`src/sv/bsa_pkg.sv`:
```
// ----------------------------------------------------------------------------
// BM25 score accumulator package
// Shared constants, codes and types of the score accumulator.
// ----------------------------------------------------------------------------
package bsa_pkg;

    localparam int NUM_DOCS_DEF    = 65536;
    localparam int LENGTH_BITS_DEF = 20;
    localparam int SCORE_BITS_DEF  = 48;

    // Field widths of the channels.
    localparam int OP_W        = 2;
    localparam int DOC_W       = 16;
    localparam int TF_W        = 16;
    localparam int DL_W        = 20;
    localparam int SCORE_OUT_W = 48;
    localparam int CFG_IDX_W   = 3;
    localparam int CFG_DATA_W  = 24;
    localparam int LEN_FIELD_W = 32;

    // Datapath widths.
    localparam int DIV_NW  = 65;
    localparam int DIV_DW  = 57;
    localparam int NORM_W  = 40;
    localparam int CD_W    = 41;
    localparam int F_W     = 22;
    localparam int PROD_W  = 47;
    localparam logic [NORM_W-1:0] NORM_CAP = '1;

    localparam int QUEUE_DEPTH = 4;

    localparam logic [OP_W-1:0] OP_WR_LEN = 2'd0;
    localparam logic [OP_W-1:0] OP_SCORE  = 2'd1;
    localparam logic [OP_W-1:0] OP_READ   = 2'd2;

    localparam logic [1:0] VAR_PLUS = 2'd1;
    localparam logic [1:0] VAR_L    = 2'd2;

    localparam logic [CFG_IDX_W-1:0] CFG_VARIANT = 3'd0;
    localparam logic [CFG_IDX_W-1:0] CFG_K1      = 3'd1;
    localparam logic [CFG_IDX_W-1:0] CFG_B       = 3'd2;
    localparam logic [CFG_IDX_W-1:0] CFG_AVG     = 3'd3;
    localparam logic [CFG_IDX_W-1:0] CFG_DELTA   = 3'd4;
    localparam logic [CFG_IDX_W-1:0] CFG_WEIGHT  = 3'd5;

    typedef struct packed {
        logic [OP_W-1:0]        op;
        logic [DOC_W-1:0]       doc;
        logic [TF_W-1:0]        tf;
        logic [LEN_FIELD_W-1:0] len;
    } t_item;

    typedef struct packed {
        logic take;
        logic clearing;
    } t_bk_stat;

    typedef struct packed {
        logic [1:0]         variant;
        logic [15:0]        k1;
        logic [16:0]        b;
        logic [23:0]        avg;
        logic [15:0]        delta;
        logic signed [23:0] weight;
    } t_cfg;

    typedef enum logic [4:0] {
        ST_CLEAR,
        ST_IDLE,
        ST_MOD_GO,
        ST_MOD_WAIT,
        ST_RD,
        ST_NMUL,
        ST_NDIV_GO,
        ST_NDIV_WAIT,
        ST_OMUL,
        ST_ODIV_GO,
        ST_ODIV_WAIT,
        ST_LPRE,
        ST_L1_GO,
        ST_L1_WAIT,
        ST_LMUL,
        ST_L2_GO,
        ST_L2_WAIT,
        ST_WMUL,
        ST_ACC,
        ST_OUT
    } t_state;

endpackage

```
`src/sv/bsa_if.sv`:
```
// ----------------------------------------------------------------------------
// BM25 score accumulator channels
// Input item, result and configuration write channels.
// ----------------------------------------------------------------------------
interface bsa_in_if;
    import bsa_pkg::*;
    logic            valid;
    logic            ready;
    logic [OP_W-1:0] opcode;
    logic [DOC_W-1:0] doc_index;
    logic [TF_W-1:0] term_freq;
    logic [DL_W-1:0] doc_length;
    modport source (output valid, opcode, doc_index, term_freq, doc_length, input ready);
    modport sink (input valid, opcode, doc_index, term_freq, doc_length, output ready);
endinterface


```
`src/sv/bsa_front.sv`:
```
// ----------------------------------------------------------------------------
// BM25 score accumulator front end
// Accepts items, clamps the length and queues them for the back end.
// ----------------------------------------------------------------------------
module bsa_front #(
    parameter int LENGTH_BITS = bsa_pkg::LENGTH_BITS_DEF
) (
    input  logic              i_clk,
    input  logic              i_rst_n,
    bsa_in_if.sink            i_in,
    input  bsa_pkg::t_bk_stat i_stat,
    output logic              o_valid,
    output bsa_pkg::t_item    o_item
);
    import bsa_pkg::*;

    localparam int QP_W = $clog2(QUEUE_DEPTH);
    localparam logic [32:0] LMAX = (33'd1 << LENGTH_BITS) - 33'd1;

    t_item             r_q_mem [QUEUE_DEPTH];
    logic [QP_W-1:0]   r_wp;
    logic [QP_W-1:0]   r_rp;
    logic [QP_W:0]     r_cnt;
    logic              w_ready;
    logic              w_push;
    logic              w_pop;
    logic [32:0]       w_dl;
    logic [32:0]       w_len;
    t_item             w_item;

    assign w_ready = (r_cnt != (QP_W+1)'(QUEUE_DEPTH)) && !i_stat.clearing;
    assign i_in.ready = w_ready;
    assign w_push = i_in.valid && w_ready;
    assign w_pop  = i_stat.take && (r_cnt != '0);

    // Lengths beyond the table width are held at the largest length.
    assign w_dl  = 33'(i_in.doc_length);
    assign w_len = (w_dl > LMAX) ? LMAX : w_dl;

    always_comb begin
        w_item.op  = i_in.opcode;
        w_item.doc = i_in.doc_index;
        w_item.tf  = i_in.term_freq;
        w_item.len = w_len[LEN_FIELD_W-1:0];
    end

    always_ff @(posedge i_clk) begin
        if (!i_rst_n) begin
            r_wp  <= '0;
            r_rp  <= '0;
            r_cnt <= '0;
        end else begin
            if (w_push) begin
                r_wp <= r_wp + 1'b1;
            end
            if (w_pop) begin
                r_rp <= r_rp + 1'b1;
            end
            r_cnt <= r_cnt + (QP_W+1)'(w_push) - (QP_W+1)'(w_pop);
        end
    end

    always_ff @(posedge i_clk) begin
        if (w_push) begin
            r_q_mem[r_wp] <= w_item;
        end
    end

    assign o_valid = r_cnt != '0;
    assign o_item  = r_q_mem[r_rp];
endmodule

```
`src/flat_wrapper.sv`:
```
// flat-port wrapper written by rule: the top's interface ports become plain ports
module bsa_front_flat import bsa_pkg::*;
#(
    parameter int LENGTH_BITS = bsa_pkg::LENGTH_BITS_DEF
)
  (i_clk, i_rst_n, i_stat, o_valid, o_item, i_in_valid, i_in_opcode, i_in_doc_index, i_in_term_freq, i_in_doc_length, i_in_ready);
  bsa_in_if i_in_i ();
  input  logic i_clk;
  input  logic i_rst_n;
  input  bsa_pkg::t_bk_stat i_stat;
  output logic o_valid;
  output bsa_pkg::t_item o_item;
  input wire logic [$bits(i_in_i.valid)-1:0] i_in_valid;
  input wire logic [$bits(i_in_i.opcode)-1:0] i_in_opcode;
  input wire logic [$bits(i_in_i.doc_index)-1:0] i_in_doc_index;
  input wire logic [$bits(i_in_i.term_freq)-1:0] i_in_term_freq;
  input wire logic [$bits(i_in_i.doc_length)-1:0] i_in_doc_length;
  output wire logic [$bits(i_in_i.ready)-1:0] i_in_ready;
  assign i_in_i.valid = i_in_valid;
  assign i_in_i.opcode = i_in_opcode;
  assign i_in_i.doc_index = i_in_doc_index;
  assign i_in_i.term_freq = i_in_term_freq;
  assign i_in_i.doc_length = i_in_doc_length;
  assign i_in_ready = i_in_i.ready;
  bsa_front #(.LENGTH_BITS(LENGTH_BITS)) u_core (.i_clk(i_clk), .i_rst_n(i_rst_n), .i_in(i_in_i), .i_stat(i_stat), .o_valid(o_valid), .o_item(o_item));
endmodule
```
`config.mk`:
```
export PLATFORM = sky130hd
export DESIGN_NAME = bsa_front_flat
export DESIGN_NICKNAME = d
export VERILOG_FILES = /design/src/sv/bsa_pkg.sv /design/src/sv/bsa_if.sv /design/src/sv/bsa_front.sv /design/src/flat_wrapper.sv
export SDC_FILE = /design/constraint.sdc
export NUM_CORES = 1
export LEC_CHECK = 0
export BUFFER_PORTS_ARGS = -buffer_cell sky130_fd_sc_hd__buf_4
export CAP_MARGIN = 20
export CORE_UTILIZATION = 51
export CTS_CLUSTER_SIZE = 20
export DETAILED_ROUTE_END_ITERATION = 8
export GPL_ROUTABILITY_DRIVEN = 0
export PLACE_DENSITY = 0.78
export SETUP_SLACK_MARGIN = 0.15
export SYNTH_ARGS = -nofsm -noshare
export SYNTH_HDL_FRONTEND = slang
export SYNTH_SLANG_ARGS = --single-unit
```
`constraint.sdc`:
```
create_clock -name i_clk -period 2.8 [get_ports i_clk]
set_clock_uncertainty 0.15 [all_clocks]
set_input_delay 0 -clock i_clk [delete_from_list [all_inputs] [get_ports i_clk]]
set_output_delay 0 -clock i_clk [all_outputs]
set_load 0.005 [all_outputs]
```
# --- Word-level counts from Yosys, hierarchy flattened ---
# Memory sizes are Yosys's and may differ from the RTL's. A register that Yosys moved wholly into a read port is not among the register bits.
# Cells that the tools add are included.
classes:
  eq_ne: 1
  reduce_logical: 5
  addsub: 4
  magnitude_cmp: 1
  mux: 5
ops:
  columns: ["cell", "count"]
  rows:
  - ["$gt A20 B20 Y1 const B", 1]
  - ["$mux W20", 1]
  - ["$add A2 B1 Y2 const B", 2]
  - ["$mux W2", 2]
  - ["$add A3 B1 Y3", 1]
  - ["$logic_and A1 B1 Y1", 3]
  - ["$ne A3 B3 Y1 const B", 1]
  - ["$reduce_bool A3 Y1", 1]
  - ["$sub A3 B1 Y3", 1]
  - ["$mux W1", 2]
  - ["$logic_not A1 Y1", 1]
totals:
  mem_bits_rw: 216
  input_bits: 59
  memories: 1
  reg_bits: 7
  out_inout_bits: 68
mem_list:
  columns: ["name", "depth", "width", "read_ports", "rd_ports_with_merged_regs", "wr", "line", "source"]
  rows:
  - ["u_core.r_q_mem", 4, 54, 1, 1, 1, "bsa_front.sv:20", "t_item r_q_mem [QUEUE_DEPTH];"]

# --- Depth between registers and ports, before layout ---
logic_depth:
  depth_word: 5
  mapped_depth: 8

# --- Least setup slack after synthesis ---
# OpenSTA, ideal clock, no wires.
synth_path:
  kind: "reg2reg"
  from: "register u_core.r_cnt[1]"
  to: "memory u_core.r_q_mem[2][0] in the netlist's numbering (enable)"
  path_stages_with_launch: 4
  path_slack_ns: 0.202
  synth_period_minus_slack_ns: 2.598
  setup_ns: 0.417
  arrival_time_ns: 2.030
  t_required_ns: 2.233
  path_cell_list: "dfxtp_1 nor2_1 a21oi_2 and2_1"
synth_between:
  elab_chain_cells: 5
synth_lines:
  columns: ["item", "line", "source"]
  rows:
  - ["start: declaration", "bsa_front.sv:23", "logic [QP_W:0] r_cnt;"]
  - ["start signal: assignment", "bsa_front.sv:59", "r_cnt <= r_cnt + (QP_W+1)'(w_push) - (QP_W+1)'(w_pop);"]
  - ["$ne A3 B3 Y1", "bsa_front.sv:31", "assign w_ready = (r_cnt != (QP_W+1)'(QUEUE_DEPTH)) && !i_stat.clearing;"]
  - ["$logic_and A1 B1 Y1", "bsa_front.sv:31", null]
  - ["$logic_and A1 B1 Y1", "bsa_front.sv:33", "assign w_push = i_in.valid && w_ready;"]
  - ["via u_core.w_push", "bsa_front.sv:25", "logic w_push;"]
  - ["$mux W1", "bsa_front.sv:64", "if (w_push) begin"]
  - ["$mux W1 (implied by the code)", "bsa_front.sv:65", "r_q_mem[r_wp] <= w_item;"]
  - ["end: declaration", "bsa_front.sv:20", null]
# The timed path passes the listed nets, and every way through them passes these cells.

==> flow_summary.ini <==
[timing]
fmax_mhz = 417
fin_crit_ns = 2.40
grt_setup_unrepaired = false
layout_setup_ws_ns = 0.401
tightest_slew_ns = 0.558
tns_ns = 0
slew_headroom_pct = 62.8
slew_viol_final = 0
hold_viol = 0
finalCritPeriodShare_pct = 85.7
setup_viol = 0

[drt]
drtIter0Drc = 234
vias = 3996
vias_per_cell = 5.18
antenna_left = 0
wl_per_cell_um = 19.1
drc = 0
wirelength_um = 14700
drtPass1Iterations = 4

[setup_path]
crit_fanout = 24
critical_path_class = register to output pin
max_stage_delay_ns = 0.67
cp-start-kind = register
crit_path_top_delay_cell = dfxtp_4
cp_top_family = flip-flops
required_ns = 2.65
cp-end-kind = output pin
crit_buf_inv = 2
worst_path_most_repeated_cell = buf_4
arrival_ns = 2.25
worstPathCellList = buf_4 > mux4_2 > buf_4

[global_route]
grt_pass1_vias = 4334
grt_max_degree = 36
antenna_found_initial = 0
globalRouteOverflowTotal = 0
grt_pass1_wl_um = 22800
grtUsageTotal_pct = 17.3

[synthesis]
yosysUniqueCellTypes = 26
yosysWarningCount = 0
seq_area_frac_synth_pct = 78.3
netlist_area_um2 = 8510
avgSynthCellArea_um2 = 23.3
syn_inst = 365
synth_seq_cells = 225

[clocking]
post_cts_resize_count = 0
cts_buffer_depth = 3
path_clk_slew_ns = 0.06
numCtsBuffers = 23
clk_latency_ns = 0.49
post-cts-setup-buffers = 0
cts_tree = yes
cts.sinks = 225
cts_root_buf = clkbuf_16
cts_max_level = 1

[hold_path]
worst_hold_path_type = primary input to register

[power]
clkPwrFrac_pct = 34.1
p_per_area_nw_per_um2 = 809
p_comb_share_pct = 19.8
p_sw_share_pct = 23.0
p_sw_mw = 2.02
sequentialPowerShare_pct = 46.1
vdd_drop_max_mv = 0.550
p_leak_nw = 3.73
p_int_mw = 6.74

[finish]
mostFrequentLayoutCell = edfxtp_1
fin_util_pct = 67.4
final_cell_mix = edfxtp_1 (216), buf_4 (121), dlygate4sd3_1 (58)
nNetsFinal = 605
areaGrowthSynthToFinish_pct = 27.3
n_antenna_cell = 0
drive_above_1_share_pct = 38.7

[floorplanning]
rows = 46
fp.dieH_um = 131
die_area_um2 = 17200
initial_utilization_pct = 53.0
die_w_um = 131
core-area_um2 = 16100
boundaryPins = 127

[placed_design]
dp_worst_setup_slack_ns = 0.553
portBuffers = 114
dp_hpwl_um = 8510

[status]
status = finished clean

[job]
maxCapViolCount = 0
## registers in the layout, summed over array words and instances, names as in the netlist, named ones only
name / count
u_core.r_wp: 2
u_core.r_rp: 2
u_core.r_q_mem: 216
u_core.r_cnt: 3
## cell usage after synthesis (all sizes together)
cell type	count	share of area, %
edfxtp	216	76
clkbuf	22	0.99
o31a	1	0.10
nand2	4	0.18
buf	23	2.7
or3	1	0.074
conb	1	0.044
ha	6	0.88
mux2i	2	0.24
xnor2	4	0.41
nand2b	1	0.074
nor2b	2	0.15
mux4	54	14
nor2	1	0.044
a21oi	2	0.16
inv	6	0.26
dfxtp	9	2.1
and2	8	0.59
fa	1	0.24
o311ai	1	0.10
## power groups by stage
stage	clock network, mW	registers, mW	logic, mW
floorplan	0	3.99	1.17
global placement	0	4.11	1.66
detailed placement	0	4.12	1.69
CTS	3.05	4.05	1.77
global route	3.15	4.07	1.87
finish	2.98	4.04	1.74
## final cells by class
type	count	area, um^2
Clock buffer	28	594
Clock inverter	13	146
Fill cell	1016	5230
Inverter	6	22.5
Multi-Input combinational cell	100	1560
Sequential cell	225	6670
Tap cell	216	270
Timing Repair Buffer	183	1570
## kinds of logic after synthesis
logic type                 share of synthesized area (%)
other                                             0.0441
AOI/OAI and AO/OA                                  0.368
DFF                                                 78.3
and+or+nand+nor                                     1.10
adders and majority gates                           1.12
buffers and inverters                               3.91
muxes                                               14.7
xor gates and xnor gates                           0.412
## worst register-to-register path, stage by stage, from the launching register on
cell,delay (ns)
dfxtp_1,0.34
o31a_1,0.34
ha_1,0.29
inv_1,0.04
ha_1,0.19
fa_1,0.39
xnor2_1,0.15
xnor2_1,0.13
and2_1,0.15
## path summary, 6_finish.rpt
check	from	end	slack (ns)	cells after the start
setup / recovery	register	o_item[42]	0.40	3
hold / removal	i_in_doc_length[0]	u_core.r_q_mem[0][0]	0.09	2
setup reg to reg	u_core.r_cnt[1]	u_core.r_cnt[2]	0.53	8
hold reg to reg	u_core.r_wp[1]	u_core.r_wp[1]	0.36	2
## routing by layer
metal | vias to the layer above | wire, um | track usage (%)
met3 | 22 | 763 | 3.59
met2 | 125 | 7430 | 30.7
met5 | - | 0 | 0
met4 | 0 | 329 | 4.90
met1 | 2052 | 6200 | 21.5
li1 | 1797 | - | -
## repair_timing
item,in CTS,in global routing
endpoints found under the hold margin,225,0
setup endpoints to repair,0,0
hold buffers,58,0
## metrics by stage
| stage | power [mW] | instance area [um^2] | hold WS [ns] | instances |
|---|---|---|---|---|
| 6_report | 8.76 | 10800 | 0.0878 | 771 |
| 5_1_grt | 9.09 | 10800 | 0.0878 | 771 |
| 4_1_cts | 8.87 | 10800 | 0.0699 | 771 |
| 3_5_place_dp | 5.81 | 9510 | 0.0539 | 672 |
| 3_3_place_gp | 5.77 | 9510 | 0.0482 | 672 |
| 2_1_floorplan | 5.16 | 8550 | -0.122 | 376 |
Note: power is estimated with default switching activity, not from simulation.
